==> src/design/gqi_pkg.sv <==
// Shared types, constants and the Hamilton product term table for the integrator.
package gqi_pkg;

  localparam int unsigned DataW = 32;
  localparam int unsigned WideW = 64;

  localparam logic signed [DataW-1:0] OneQ30 = 32'sh4000_0000;
  localparam logic [WideW-1:0] OneQ53 = 64'h0020_0000_0000_0000;
  localparam logic signed [DataW-1:0] SatMax = 32'sh7FFF_FFFF;
  localparam logic signed [DataW-1:0] SatMin = 32'sh8000_0000;

  // Datapath operations issued by the controller
  typedef enum logic [3:0] {
    OP_NONE,
    OP_CAPTURE,
    OP_DELTA,
    OP_LOAD,
    OP_SHIFT,
    OP_SQ_MUL,
    OP_SQ_ACC,
    OP_SQRT_INIT,
    OP_SQRT_STEP,
    OP_DIV_INIT,
    OP_DIV_STEP,
    OP_DIV_STORE,
    OP_PR_MUL,
    OP_PR_ACC,
    OP_ROUND,
    OP_OUT
  } op_e;

  typedef struct packed {
    op_e        op;
    logic       sel;   // 0: stored pose, 1: delta
    logic [1:0] idx;
    logic [1:0] term;
  } cmd_t;

  typedef struct packed {
    logic big;  // some magnitude still needs a right shift
  } sts_t;

  typedef struct packed {
    logic [1:0] ai;
    logic [1:0] bi;
    logic       neg;
  } ham_t;

  // One term of the Hamilton product a * b for result part r
  function automatic ham_t ham_term(input logic [1:0] r, input logic [1:0] t);
    ham_t h;
    unique case ({r, t})
      4'h0: h = '{ai: 2'd3, bi: 2'd0, neg: 1'b0};
      4'h1: h = '{ai: 2'd0, bi: 2'd3, neg: 1'b0};
      4'h2: h = '{ai: 2'd1, bi: 2'd2, neg: 1'b0};
      4'h3: h = '{ai: 2'd2, bi: 2'd1, neg: 1'b1};
      4'h4: h = '{ai: 2'd3, bi: 2'd1, neg: 1'b0};
      4'h5: h = '{ai: 2'd1, bi: 2'd3, neg: 1'b0};
      4'h6: h = '{ai: 2'd2, bi: 2'd0, neg: 1'b0};
      4'h7: h = '{ai: 2'd0, bi: 2'd2, neg: 1'b1};
      4'h8: h = '{ai: 2'd3, bi: 2'd2, neg: 1'b0};
      4'h9: h = '{ai: 2'd2, bi: 2'd3, neg: 1'b0};
      4'hA: h = '{ai: 2'd0, bi: 2'd1, neg: 1'b0};
      4'hB: h = '{ai: 2'd1, bi: 2'd0, neg: 1'b1};
      4'hC: h = '{ai: 2'd3, bi: 2'd3, neg: 1'b0};
      4'hD: h = '{ai: 2'd0, bi: 2'd0, neg: 1'b1};
      4'hE: h = '{ai: 2'd1, bi: 2'd1, neg: 1'b1};
      default: h = '{ai: 2'd2, bi: 2'd2, neg: 1'b1};
    endcase
    return h;
  endfunction

endpackage

==> src/design/gqi_ctrl.sv <==
// Controller: sequences the datapath through one update per item.
module gqi_ctrl (
  input  logic          clk_i,
  input  logic          rst_ni,
  input  logic          in_valid_i,
  output logic          in_ready_o,
  output logic          out_valid_o,
  input  logic          out_ready_i,
  input  gqi_pkg::sts_t sts_i,
  output gqi_pkg::cmd_t cmd_o
);
  import gqi_pkg::*;

  typedef enum logic [3:0] {
    S_IDLE, S_DELTA, S_LOAD, S_SHIFT, S_SQ_MUL, S_SQ_ACC, S_SQRT_INIT, S_SQRT,
    S_DIV_INIT, S_DIV, S_DIV_STORE, S_PR_MUL, S_PR_ACC, S_ROUND, S_OUT
  } state_e;

  state_e     state_q;
  logic       sel_q;
  logic [1:0] idx_q, term_q;
  logic [4:0] step_q;
  logic       out_valid_q;
  logic       out_load;

  assign in_ready_o  = (state_q == S_IDLE);
  assign out_valid_o = out_valid_q;
  assign out_load    = (state_q == S_OUT) && (!out_valid_q || out_ready_i);

  // Command decode
  always_comb begin
    cmd_o.sel  = sel_q;
    cmd_o.idx  = idx_q;
    cmd_o.term = term_q;
    unique case (state_q)
      S_IDLE:      cmd_o.op = in_valid_i ? OP_CAPTURE : OP_NONE;
      S_DELTA:     cmd_o.op = OP_DELTA;
      S_LOAD:      cmd_o.op = OP_LOAD;
      S_SHIFT:     cmd_o.op = sts_i.big ? OP_SHIFT : OP_NONE;
      S_SQ_MUL:    cmd_o.op = OP_SQ_MUL;
      S_SQ_ACC:    cmd_o.op = OP_SQ_ACC;
      S_SQRT_INIT: cmd_o.op = OP_SQRT_INIT;
      S_SQRT:      cmd_o.op = OP_SQRT_STEP;
      S_DIV_INIT:  cmd_o.op = OP_DIV_INIT;
      S_DIV:       cmd_o.op = OP_DIV_STEP;
      S_DIV_STORE: cmd_o.op = OP_DIV_STORE;
      S_PR_MUL:    cmd_o.op = OP_PR_MUL;
      S_PR_ACC:    cmd_o.op = OP_PR_ACC;
      S_ROUND:     cmd_o.op = OP_ROUND;
      S_OUT:       cmd_o.op = out_load ? OP_OUT : OP_NONE;
      default:     cmd_o.op = OP_NONE;
    endcase
  end

  // Sequencer state and output valid
  always_ff @(posedge clk_i or negedge rst_ni) begin
    if (!rst_ni) begin
      state_q     <= S_IDLE;
      sel_q       <= 1'b0;
      idx_q       <= '0;
      term_q      <= '0;
      step_q      <= '0;
      out_valid_q <= 1'b0;
    end else begin
      if (out_load) out_valid_q <= 1'b1;
      else if (out_ready_i) out_valid_q <= 1'b0;

      unique case (state_q)
        S_IDLE: begin
          if (in_valid_i) begin
            idx_q   <= '0;
            state_q <= S_DELTA;
          end
        end
        S_DELTA: begin
          if (idx_q == 2'd2) begin
            sel_q   <= 1'b0;
            state_q <= S_LOAD;
          end else begin
            idx_q <= idx_q + 2'd1;
          end
        end
        S_LOAD: state_q <= S_SHIFT;
        S_SHIFT: begin
          if (!sts_i.big) begin
            idx_q   <= '0;
            state_q <= S_SQ_MUL;
          end
        end
        S_SQ_MUL: state_q <= S_SQ_ACC;
        S_SQ_ACC: begin
          if (idx_q == 2'd3) begin
            state_q <= S_SQRT_INIT;
          end else begin
            idx_q   <= idx_q + 2'd1;
            state_q <= S_SQ_MUL;
          end
        end
        S_SQRT_INIT: begin
          step_q  <= '0;
          state_q <= S_SQRT;
        end
        S_SQRT: begin
          step_q <= step_q + 5'd1;
          if (step_q == 5'd31) begin
            idx_q   <= '0;
            state_q <= S_DIV_INIT;
          end
        end
        S_DIV_INIT: begin
          step_q  <= '0;
          state_q <= S_DIV;
        end
        S_DIV: begin
          step_q <= step_q + 5'd1;
          if (step_q == 5'd31) state_q <= S_DIV_STORE;
        end
        S_DIV_STORE: begin
          if (idx_q != 2'd3) begin
            idx_q   <= idx_q + 2'd1;
            state_q <= S_DIV_INIT;
          end else if (!sel_q) begin
            sel_q   <= 1'b1;
            state_q <= S_LOAD;
          end else begin
            idx_q   <= '0;
            term_q  <= '0;
            state_q <= S_PR_MUL;
          end
        end
        S_PR_MUL: state_q <= S_PR_ACC;
        S_PR_ACC: begin
          if (term_q == 2'd3) begin
            state_q <= S_ROUND;
          end else begin
            term_q  <= term_q + 2'd1;
            state_q <= S_PR_MUL;
          end
        end
        S_ROUND: begin
          term_q <= '0;
          if (idx_q == 2'd3) begin
            state_q <= S_OUT;
          end else begin
            idx_q   <= idx_q + 2'd1;
            state_q <= S_PR_MUL;
          end
        end
        S_OUT: begin
          if (out_load) state_q <= S_IDLE;
        end
        default: state_q <= S_IDLE;
      endcase
    end
  end

endmodule

==> config.mk <==
export PLATFORM = sky130hd
export DESIGN_NAME = gqi_ctrl
export DESIGN_NICKNAME = d
export VERILOG_FILES = /design/src/design/gqi_pkg.sv /design/src/design/gqi_ctrl.sv
export SDC_FILE = /design/constraint.sdc
export NUM_CORES = 1
export LEC_CHECK = 0
export BUFFER_PORTS_ARGS = -buffer_cell sky130_fd_sc_hd__clkbuf_2
export CAP_MARGIN = 20
export CORE_ASPECT_RATIO = 1.1
export CORE_MARGIN = 4
export CORE_UTILIZATION = 50
export CTS_CLUSTER_DIAMETER = 30
export CTS_CLUSTER_SIZE = 40
export DETAILED_ROUTE_END_ITERATION = 10
export PLACE_DENSITY = 0.71
export SLEW_MARGIN = 20
export SYNTH_ARGS = -nofsm -noshare
export SYNTH_HDL_FRONTEND = slang
export SYNTH_SLANG_ARGS = --single-unit
==> constraint.sdc <==
create_clock -name clk_i -period 2.6 [get_ports clk_i]
set_input_delay 0.26 -clock clk_i [delete_from_list [all_inputs] [get_ports clk_i]]
set_output_delay 0.26 -clock clk_i [all_outputs]
set_load 0.02 [all_outputs]
== Word level (Yosys, flattened, before mapping) ==
Index checks and enable logic that the tools add are counted.

* Muxes and demuxes: 33
* Reduce and logical (&&, ||, !) cells: 16
* Add/subtract/negate cells: 3
* Equal/unequal tests: 31

{| class="wikitable"
|+ Operators with widths
! operator !! number
|-
| $pmux W4 S15 || 2
|-
| $mux W4 || 9
|-
| $eq A4 B4 Y1 const B || 7
|-
| $ne A2 B2 Y1 const B || 12
|-
| $mux W2 || 10
|-
| $eq A4 B3 Y1 const B || 4
|-
| $pmux W2 S6 || 1
|-
| $pmux W5 S2 || 1
|-
| $mux W3 || 3
|-
| $eq A4 B2 Y1 const B || 2
|-
| $reduce_and A7 Y1 || 1
|-
| $eq A2 B2 Y1 const B || 3
|-
| $pmux W2 S3 || 1
|-
| $reduce_and A6 Y1 || 1
|-
| $reduce_bool A2 Y1 || 3
|-
| $reduce_bool A6 Y1 || 1
|-
| $reduce_or A2 Y1 || 3
|-
| $add A5 B1 Y5 const B || 1
|-
| $eq A5 B5 Y1 const B || 1
|-
| $mux W1 || 5
|-
| $add A2 B1 Y2 const B || 2
|-
| $eq A4 B1 Y1 const B || 1
|-
| $logic_not A4 Y1 || 1
|-
| $reduce_and A4 Y1 || 1
|-
| other kinds (7) || 7
|}

* Input port bits: 5
* Register bits: 15
* Word-level logic and storage cells: 89

== Longest topological paths before layout ==
Gate-level depths: netlist of the first run.

* Depth after elaboration: 5
* Mapped depth: 6
* Depth with buffers taken out: 6

== Worst setup path after synthesis of the first run ==
Ideal clock, no wire load.

* Kind: reg-to-reg
* Start point: register idx_q[0]
* End point: register idx_q[0]
* Stages on the path, launching flop included: 6
* Library setup time: 128 ps
* Path buffers: 0
* Data required time: 2472 ps
* Setup slack: 848 ps
* Arrival time: 1624 ps
* Cell sequence: dfrtp_1 ha_1 or3b_1 o22ai_1 a221oi_2 mux2_1

* Word-level cells in the longest chain between the ends: 3
* Elaborated cells between the ends (all ways): 12
* Classes of those cells: add/sub (1); eq/ne (6); mux (4); reduce/logical (1)

{| class="wikitable"
|+ RTL lines
! what !! RTL line !! text
|-
| from (decl) || gqi_ctrl.sv:21 || <nowiki>logic [1:0] idx_q, term_q;</nowiki>
|-
| from (signal assigned) || gqi_ctrl.sv:80 || <nowiki>idx_q <= idx_q + 2'd1;</nowiki>
|-
| from (signal assigned) || gqi_ctrl.sv:95 || <nowiki>idx_q <= idx_q + 2'd1;</nowiki>
|-
| from (signal assigned) || gqi_ctrl.sv:120 || <nowiki>idx_q <= idx_q + 2'd1;</nowiki>
|-
| $add A2 B1 Y2, or another cell as far along || - ||
|-
| $mux W2, or another cell as far along || gqi_ctrl.sv:92, gqi_ctrl.sv:142 ||
|-
| $pmux W2 S6 or $reduce_and A7 Y1 (tied branches) || - ||
|}

Several ways; a longest one is shown, not always the timed one. The select of a mux whose other input is x is not followed.
A chain may end at the register's enable or synchronous reset.

== Final worst setup path of the first run ==
* Start point: register state_q[1]
* End point: register state_q[1]

* Word-level cells in the longest chain between the ends: 4
* Elaborated cells between the ends (all ways): 24
* Classes of those cells: eq/ne (20); mux (1); reduce/logical (3)

{| class="wikitable"
|+ RTL lines
! what !! RTL line !! text
|-
| from (decl) || gqi_ctrl.sv:19 || <nowiki>state_e state_q;</nowiki>
|-
| from (signal assigned) || gqi_ctrl.sv:58 || <nowiki>state_q <= S_IDLE;</nowiki>
|-
| from (signal assigned) || gqi_ctrl.sv:72 || <nowiki>state_q <= S_DELTA;</nowiki>
|-
| from (signal assigned) || gqi_ctrl.sv:78 || <nowiki>state_q <= S_LOAD;</nowiki>
|-
| $eq A4 B4 Y1 || gqi_ctrl.sv:28, gqi_ctrl.sv:68 ||
|-
| $logic_and A1 B1 Y1 || gqi_ctrl.sv:28 || <nowiki>assign out_load = (state_q == S_OUT) && (!out_valid_q || out_ready_i);</nowiki>
|-
| $ne A2 B2 Y1 (no line) || - ||
|-
| $reduce_and A6 Y1 (no line) || - ||
|}

Several ways; a longest one is shown, not always the timed one.

==> results.toml, run 1 <==
[outcome]
status = "completed"

[critical_path]
cp_cell_sequence = "nand2_1, o21a_1, o311a_4, mux2_4"
start_kind = "flip-flop"
worstPathArrival_ns = 2.30
crit_path_max_fanout = 25
end_kind = "flip-flop"
timing.critical_path.buf_inv = 0
worst_ep_required_time_ns = 2.77
total_number_of_cells_along_the_worst_setup_path = 4
worst_path_dominant_cell_family = "flip-flops"
worst_path_largest_cell_delay_ns = 0.79
slowest_stage = "sky130_fd_sc_hd__dfrtp_1"
critical_path_class = "reg -> reg"
reg2regPathDepth = 4

[placement]
postPlaceCellArea_um2 = 1240
place.gp.congestion = 0.847
portBuffers = 15
numPlacedInstances = 167
place_worst_setup_slack_ns = 0.498
half_perimeter_wire_length_after_placement_um = 1810

[synthesis]
synthesis.yosys.warnings = 0
synth_seq_area_share_pct = 31.4
area_fraction_in_and_or_nand_and_nor_cells_after_synthesis_pct = 22.1
asyncSetResetFlopFracSynth_pct = 100
synth_enable_flop_cells = 0
synthesis.area_per_instance_um2 = 9.13
synth.mux.area_fraction_pct = 7.53
synthAdderAreaFrac_pct = 5.23
synth_cell_type_count = 52
yosys_most_used_dff = "sky130_fd_sc_hd__dfrtp_1"
syn_nets = 141
synthesis.instances = 131
synth_top_family_by_area = "compound AO/OA/AOI/OAI gates"
register_bit_count_reported_by_yosys = 15
synth_compound_area_share_pct = 25.2
syn_area_um2 = 1200
post_synth_xor_area_fraction_pct = 0.732

[clock_network]
clk_transition_reported_paths_ns = 0.09
cts-root-to-sink-buffers = 2
postCtsResizedCells = 0
cts_tree = "done"
clk_latency_ns = 0.28
tritoncts.num_buffers = 3
h-tree-depth = 1
cts_hold_buffers = 1
cts_root_buf = "sky130_fd_sc_hd__clkbuf_4"
cts.repair_timing.setup_buffer_count = 0
cts_sinks = 15

[final_layout]
syn2layout_area_growth_pct = 6.90
post_route_cells_drive_above_1_share_pct = 23.2
final.fill_count = 225
final_area_um2 = 1280
final_core_utilization_pct = 56.2
layout_common_cells = "sky130_fd_sc_hd__dfrtp_1 (15), sky130_fd_sc_hd__clkbuf_2 (15), sky130_fd_sc_hd__nand2_1 (9), sky130_fd_sc_hd__a21oi_1 (9)"
finalNonFillerCells = 172
nNetsFinal = 153
n_antenna_cell = 0
multi_input_area_um2 = 727
seqCellArea_um2 = 375

[floorplanning]
dieHeight_um = 59.3
core_area_um2 = 2270
die-area_um2 = 3240
floorplan.initialDensity_pct = 52.6
floorplan.die.width_um = 54.6
floorplan.io_pins = 16
rows = 18

[grt]
number_of_global_route_vias_before_repair = 987
wire_length_of_the_first_global_routing_pass_um = 4260
grt-ovfl-total = 0
track_usage_pct = 17.7
grt_start_max_net_pins = 26
grt_antenna_before_repair = 0

[run]
max_cap_viol_count = 0

[timing]
fin_crit_sh_pct = 82.0
final.min_clock_period_ns = 2.13
tns_ns = 0
slew_headroom_pct = 54.2
worst_slew_pin_slew_ns = 0.686
hold_viol = 0
grt_setup_unrepaired = "no"
finClkSkew_ns = 0.000885
setup_violations = 0
timing.hold.ws_ns = 0.327
fmax_ghz = 0.469
finalMaxSlewViolations = 0
timing.final.ws_setup_ns = 0.468

[route]
antenna_left = 0
dr.first_iter.drc_count = 29
dr.pass1.iters = 4
route.detailed.vias_per_inst = 5.99
num_vias = 1030
routed_wl_um = 2450
route.detailed.wl_per_inst_um = 14.2
drc = 0

[min_path]
holdCritPathClass = "in -> reg"
worstHoldPathCells = 3

[power_and_ir_drop]
leakage_nw = 0.584
max-vdd-ir-drop_mv = 0.632
power_density_nw_per_um2 = 1290
p_total_mw = 1.64
-- kinds of logic after synthesis --
kind of cell    after synthesis
simple gates                 45
fa+ha+maj                     5
xor+xnor                      1
compound gates               43
buf+inv                      15
mux                           7
flops                        15
-- worst register-to-register path: stages, from the launching register on --
cell                      delay, ns
sky130_fd_sc_hd__dfrtp_1       0.79
sky130_fd_sc_hd__nand2_1       0.20
sky130_fd_sc_hd__o21a_1        0.34
sky130_fd_sc_hd__o311a_4       0.39
sky130_fd_sc_hd__mux2_4        0.30
-- per-layer routing --
| layer | vias to the layer above | wire, um | global-route usage (%) |
|---|---|---|---|
| li1 | 510 | - | - |
| met3 | 2 | 115 | 3.02 |
| met4 | 0 | 21 | 8.90 |
| met2 | 26 | 1190 | 26.9 |
| met5 | - | 0 | 0 |
| met1 | 492 | 1130 | 23.9 |
-- area by class of cell --
cell class	instances	share of cell area [%]
Tap cell	30	2.94
Sequential cell	15	29.4
Clock buffer	3	1.76
Timing Repair Buffer	17	7.24
Multi-Input combinational cell	101	56.8
Inverter	5	1.47
Clock inverter	1	0.391
-- state kept, by name, indices dropped and copies added, names as in the netlist --
| signal | flops |
|---|---|
| idx_q | 2 |
| sel_q | 1 |
| term_q | 2 |
| state_q | 4 |
| step_q | 5 |
| out_valid_o | 1 |
-- power breakdown --
group	total, mW	internal (mW)	switching [mW]
logic	0.979	0.471	0.508
registers	0.534	0.328	0.206
clock network	0.132	0.0570	0.0745
total	1.64	0.856	0.789
-- synthesized netlist by cell type, types with 2 or more instances --
master	count	area, um2
sky130_fd_sc_hd__a22o_1	3	26.3
sky130_fd_sc_hd__or4b_1	2	20.0
sky130_fd_sc_hd__a21o_1	2	15.0
sky130_fd_sc_hd__nand2b_1	4	25.0
sky130_fd_sc_hd__nand3_1	2	10.0
sky130_fd_sc_hd__nand3b_1	2	15.0
sky130_fd_sc_hd__or3b_1	3	26.3
sky130_fd_sc_hd__nor3_1	2	10.0
sky130_fd_sc_hd__buf_4	3	22.5
sky130_fd_sc_hd__mux2_4	3	45.0
sky130_fd_sc_hd__buf_6	2	22.5
sky130_fd_sc_hd__mux2_2	2	22.5
sky130_fd_sc_hd__nor3b_1	2	15.0
sky130_fd_sc_hd__clkbuf_1	2	7.51
sky130_fd_sc_hd__o21ai_0	6	30.0
sky130_fd_sc_hd__or2_2	2	12.5
sky130_fd_sc_hd__o21ai_1	7	35.0
sky130_fd_sc_hd__nand2_1	9	33.8
sky130_fd_sc_hd__ha_1	5	62.6
sky130_fd_sc_hd__inv_1	3	11.3
sky130_fd_sc_hd__nor2_1	7	26.3
sky130_fd_sc_hd__nor2b_1	2	12.5
sky130_fd_sc_hd__o21a_1	2	15.0
sky130_fd_sc_hd__mux2_1	2	22.5
sky130_fd_sc_hd__a221oi_1	2	17.5
sky130_fd_sc_hd__dfrtp_1	15	375
sky130_fd_sc_hd__a21oi_1	9	45.0
sky130_fd_sc_hd__inv_2	2	7.51
-- path summary, 6_finish.rpt --
kind | startpoint | slack (ns) | endpoint
min in group asynchronous | rst_ni | 0.42 | term_q[1]$_DFFE_PN0P_
max in group asynchronous | rst_ni | 1.91 | step_q[4]$_DFFE_PN0P_
max reg2reg | state_q[1]$_DFFE_PN0P_ | 0.47 | state_q[1]$_DFFE_PN0P_
max | state_q[1]$_DFFE_PN0P_ | 0.47 | state_q[1]$_DFFE_PN0P_
min | out_ready_i | 0.33 | out_valid_o$_DFFE_PN0P_
min reg2reg | step_q[4]$_DFFE_PN0P_ | 0.51 | step_q[4]$_DFFE_PN0P_
No activity file was read; power rests on OpenSTA's default activity.
==> run 2, diff against run 1 <==
- PLACE_DENSITY: 0.71 -> 0.73
- clock period: 2.6 -> 1.9 ns (I/O delays scaled with it)
==> results.toml, run 2 (synthesis gave the netlist of run 1 again) <==
[outcome]
status = "completed"

[final_layout]
finalNonFillerCells = 187
layout_top_registers = "step_q x5, state_q x4"
final_core_utilization_pct = 61.7
final.fill_count = 198
final_area_um2 = 1400
syn2layout_area_growth_pct = 17.4
post_route_cells_drive_above_1_share_pct = 32.5
max_flop_register = "step_q"
layout.cells.most_common = "sky130_fd_sc_hd__buf_4"
layout_common_cells = "sky130_fd_sc_hd__buf_4 (17), sky130_fd_sc_hd__clkbuf_2 (14), sky130_fd_sc_hd__dfrtp_1 (13), sky130_fd_sc_hd__nand2_1 (9), sky130_fd_sc_hd__a21oi_1 (9)"
largest_register_ff_count = 5
nNetsFinal = 168
n_antenna_cell = 0

[power_and_ir_drop]
leakage_nw = 0.656
combinationalPowerShare_pct = 69.5
max-vdd-ir-drop_mv = 0.951
power_density_nw_per_um2 = 1810
p_total_mw = 2.55
cellInternalPower_mw = 1.38
netSwitchingFraction_pct = 45.7
power.net_switching_mw = 1.16
seq_power_share_pct = 23.3
power.clock.fraction_pct = 7.2

[clock_network]
cts_root_buf = "sky130_fd_sc_hd__clkbuf_4"
h-tree-depth = 1
clk_latency_ns = 0.28
cts-root-to-sink-buffers = 2
cts_sinks = 15
clk_transition_reported_paths_ns = 0.09
tritoncts.num_buffers = 3
cts_tree = "done"

[timing]
fmax_ghz = 0.537
worst_slew_pin_slew_ns = 0.383
finClkSkew_ns = 0.00405
grt_setup_unrepaired = "yes"
setup_violations = 0
final.min_clock_period_ns = 1.86
timing.final.ws_setup_ns = 0.0370
hold_viol = 0
finalMaxSlewViolations = 0
fin_crit_sh_pct = 98.1
slew_headroom_pct = 74.5

[floorplanning]
rows = 18
floorplan.initialDensity_pct = 52.6
dieHeight_um = 59.3
core_area_um2 = 2270
die-area_um2 = 3240
floorplan.io_pins = 16
floorplan.die.width_um = 54.6

[critical_path]
timing.critical_path.buf_inv = 1
worst_ep_required_time_ns = 2.07
worst_path_largest_cell_delay_ns = 0.51
crit-reg2reg-launch = "state_q[2]$_DFFE_PN0P_"
r2r_setup_slack_ns = 0.04
reg2regPathDepth = 5
worst_path_dominant_cell_family = "simple AND/OR/NAND/NOR gates"
slowest_stage = "sky130_fd_sc_hd__or4b_1"
crit_path_max_fanout = 4
start_kind = "flip-flop"
worstPathArrival_ns = 2.03
critical_path_class = "reg -> reg"
cp_cell_sequence = "buf_4, or4b_1, o32a_1, o311a_4, mux2_4"
end_kind = "flip-flop"
rr_endpoint = "state_q[2]$_DFFE_PN0P_"

[route]
antenna_left = 0
dr.pass1.iters = 5
dr.first_iter.drc_count = 26
route.detailed.wl_per_inst_um = 15.1
routed_wl_um = 2820
num_vias = 1107
route.detailed.vias_per_inst = 5.92
drc = 0

[placement]
numPlacedInstances = 178
place.gp.congestion = 0.873
half_perimeter_wire_length_after_placement_um = 2050
postPlaceCellArea_um2 = 1320
place_worst_setup_slack_ns = 0.0770
portBuffers = 15

[grt]
wire_length_of_the_first_global_routing_pass_um = 4820
grt_antenna_before_repair = 0
number_of_global_route_vias_before_repair = 1106
track_usage_pct = 20.3
grt_start_max_net_pins = 16
grt-ovfl-total = 0

[min_path]
worstHoldPathCells = 3
hold_ep = "out_valid_o$_DFFE_PN0P_"
holdCritPathClass = "in -> reg"
start_point_of_the_worst_hold_path = "out_ready_i"

[run]
max_cap_viol_count = 0
## run 2: routing by layer
| layer | vias to the layer above | share of wire (%) | track usage (%) | routed length (um) |
|---|---|---|---|---|
| li1 | 538 | - | - | - |
| met1 | 534 | 43 | 25.1 | 1210 |
| met2 | 29 | 52 | 34.8 | 1460 |
| met3 | 6 | 3.7 | 3.02 | 105 |
| met4 | 0 | 1.5 | 7.12 | 43 |
| met5 | - | 0 | 0 | 0 |
## run 2: worst register-to-register path: cells and delay by family (launching register included)
kind	cells	cell delay, ns
multiplexers	1	0.30
AO/OA/AOI/OAI	2	0.38
flip-flops	1	0.42
buffers and inverters	1	0.15
AND/OR/NAND/NOR	1	0.51
## run 2: timing repair
item,CTS,global route
endpoints found under the setup margin,1,6
gates cloned,0,0
hold buffers,1,0
resized for setup,4,2
endpoints found under the hold margin,15,0
setup buffers,3,1
pin swaps,1,1
## run 2: power groups by stage
stage,Sequential (mW),Clock (mW),Combinational [mW]
global placement,0.597,0,1.61
finish,0.592,0.184,1.77
CTS,0.587,0.191,1.74
floorplan,0.595,0,1.25
global route,0.613,0.214,1.93
detailed placement,0.606,0,1.65
## run 2: layout make-up
type | count | area (um2) | share of cell area (%)
Multi-Input combinational cell | 101 | 736 | 52.4
Inverter | 5 | 18.8 | 1.34
Clock buffer | 4 | 26.3 | 1.87
Tap cell | 30 | 37.5 | 2.67
Sequential cell | 15 | 378 | 26.9
Timing Repair Buffer | 32 | 208 | 14.8
## run 2: worst max path at each step
| stage | from | to | slack, ns | cells past startpoint |
|---|---|---|---|---|
| floorplan | idx_q[0]$_DFFE_PN0P_ | idx_q[0]$_DFFE_PN0P_ | 0.15 | 5 |
| global placement | step_q[0]$_DFFE_PN0P_ | state_q[1]$_DFFE_PN0P_ | 0.11 | 5 |
| detailed placement | step_q[0]$_DFFE_PN0P_ | state_q[3]$_DFFE_PN0P_ | 0.08 | 5 |
| CTS | state_q[3]$_DFFE_PN0P_ | cmd_o[5] | 0.02 | 6 |
| global route | state_q[3]$_DFFE_PN0P_ | cmd_o[5] | -0.04 | 6 |
| finish | state_q[2]$_DFFE_PN0P_ | state_q[2]$_DFFE_PN0P_ | 0.04 | 5 |
## run 2: through the flow
step | hold slack (ns) | TNS [ns]
final | 0.251 | 0
after global routing | 0.266 | -0.0423
after CTS | 0.248 | 0
after detailed placement | 0.133 | 0
after global placement | 0.127 | 0
after floorplan | -0.106 | 0
==> run 3, diff against run 2 <==
- PLACE_DENSITY: 0.73 -> unset
- PLACE_DENSITY_LB_ADDON: unset -> 0.2
==> results.toml, run 3 (synthesis gave the netlist of run 1 again) <==
[final_layout]
syn2layout_area_growth_pct = 22.5
layout_common_cells = "sky130_fd_sc_hd__dfrtp_1 (14), sky130_fd_sc_hd__clkbuf_2 (14), sky130_fd_sc_hd__buf_4 (14), sky130_fd_sc_hd__a21oi_1 (9), sky130_fd_sc_hd__nand2_1 (8)"
largest_register_ff_count = 5
max_flop_register = "step_q"
final.fill_count = 197
seqCellArea_um2 = 377
nNetsFinal = 169
final_area_um2 = 1470
layout_top_registers = "step_q x5, state_q x4"
n_antenna_cell = 0
finalNonFillerCells = 188
multi_input_area_um2 = 767
post_route_cells_drive_above_1_share_pct = 36.7

[route]
antenna_left = 0
dr.pass1.iters = 5
num_vias = 1127
route.detailed.vias_per_inst = 5.99
route.detailed.wl_per_inst_um = 16.4
drc = 0
routed_wl_um = 3090
dr.first_iter.drc_count = 37

[placement]
numPlacedInstances = 177
postPlaceCellArea_um2 = 1330
half_perimeter_wire_length_after_placement_um = 2100
portBuffers = 15
place_worst_setup_slack_ns = 0.0419
place.gp.congestion = 0.819

[power_and_ir_drop]
max-vdd-ir-drop_mv = 1.01
p_total_mw = 2.70
power_density_nw_per_um2 = 1850
leakage_nw = 0.671

[grt]
grt_antenna_before_repair = 0
wire_length_of_the_first_global_routing_pass_um = 4900
number_of_global_route_vias_before_repair = 1072
grt-ovfl-total = 0
grt_start_max_net_pins = 16
track_usage_pct = 21.1

[critical_path]
r2r_setup_slack_ns = 0.03
rr_endpoint = "state_q[2]$_DFFE_PN0P_"
worst_ep_required_time_ns = 2.09
critical_path_class = "reg -> reg"
worstPathArrival_ns = 2.06
crit_path_max_fanout = 5
reg2regPathDepth = 5
end_kind = "flip-flop"
start_kind = "flip-flop"
crit-reg2reg-launch = "state_q[3]$_DFFE_PN0P_"

[clock_network]
h-tree-depth = 1
cts-root-to-sink-buffers = 2
cts_sinks = 15
clk_latency_ns = 0.29
cts_tree = "done"
cts_root_buf = "sky130_fd_sc_hd__clkbuf_4"
tritoncts.num_buffers = 3
clk_transition_reported_paths_ns = 0.09

[outcome]
status = "completed"

[timing]
finalMaxSlewViolations = 0
fin_crit_sh_pct = 98.5
slew_headroom_pct = 73.2
tns_ns = 0
final.min_clock_period_ns = 1.87
worst_slew_pin_slew_ns = 0.402
finClkSkew_ns = 0.00317
setup_violations = 0
fmax_ghz = 0.534
timing.final.ws_setup_ns = 0.0286
hold_viol = 0

[min_path]
start_point_of_the_worst_hold_path = "out_ready_i"
hold_ep = "out_valid_o$_DFFE_PN0P_"
worstHoldPathCells = 3
holdCritPathClass = "in -> reg"

[floorplanning]
floorplan.die.width_um = 54.6
rows = 18
core_area_um2 = 2270
floorplan.io_pins = 16
dieHeight_um = 59.3
floorplan.initialDensity_pct = 52.6
die-area_um2 = 3240

[run]
max_cap_viol_count = 0
run 3: cell types whose count changed in the layout (fill, tap and decap cells not counted), sizes merged:
cell	before	now
buf	17	18
run 3: critical path: stages, from the launching register on:
cell and delay (ns):
sky130_fd_sc_hd__dfrtp_2 0.45, sky130_fd_sc_hd__buf_6 0.12, sky130_fd_sc_hd__or4b_1 0.52, sky130_fd_sc_hd__o32a_1 0.21
sky130_fd_sc_hd__o311a_4 0.17, sky130_fd_sc_hd__mux2_4 0.30
run 3: timing repair:
| action | in CTS | in global routing |
|---|---|---|
| setup buffers | 3 | 3 |
| gates resized for setup | 3 | 13 |
| hold endpoints to repair | 15 | 0 |
| hold buffers | 1 | 0 |
| pin swaps | 1 | 4 |
| endpoints found under the setup margin | 1 | 7 |
run 3: routing by layer:
metal	routed length [um]	track usage, %
met5	0	0
met1	1280	25.8
met2	1580	33.6
met3	128	3.78
met4	98	12.8
run 3: power by group:
group / total, mW / internal [mW] / switching (mW)
logic: 1.90 / 0.934 / 0.969
registers: 0.610 / 0.454 / 0.155
clock network: 0.191 / 0.0819 / 0.109
run 3: cell type report:
type	count	area share, %
multi-input cells	101	52.3
flip-flops and latches	15	25.7
repair buffers	33	16.3
well taps	30	2.56
clock buffers	4	1.79
inverters	5	1.28
run 3: worst max path at each step:
stage,startpoint,end,slack (ns)
after floorplan,idx_q[0]$_DFFE_PN0P_,idx_q[0]$_DFFE_PN0P_,0.15
after global placement,step_q[0]$_DFFE_PN0P_,state_q[2]$_DFFE_PN0P_,0.09
after detailed placement,state_q[3]$_DFFE_PN0P_,idx_q[1]$_DFFE_PN0P_,0.04
after CTS,state_q[3]$_DFFE_PN0P_,state_q[2]$_DFFE_PN0P_,0.01
after global routing,state_q[3]$_DFFE_PN0P_,state_q[3]$_DFFE_PN0P_,-0.02
final,state_q[3]$_DFFE_PN0P_,state_q[2]$_DFFE_PN0P_,0.03
run 3: through the flow:
| stage | hold slack (ns) | util (%) |
|---|---|---|
| floorplan | -0.106 | - |
| global placement | 0.122 | 58.4 |
| detailed placement | 0.139 | 58.4 |
| CTS | 0.240 | 61.4 |
| global route | 0.266 | 64.4 |
| finish | 0.258 | 64.4 |
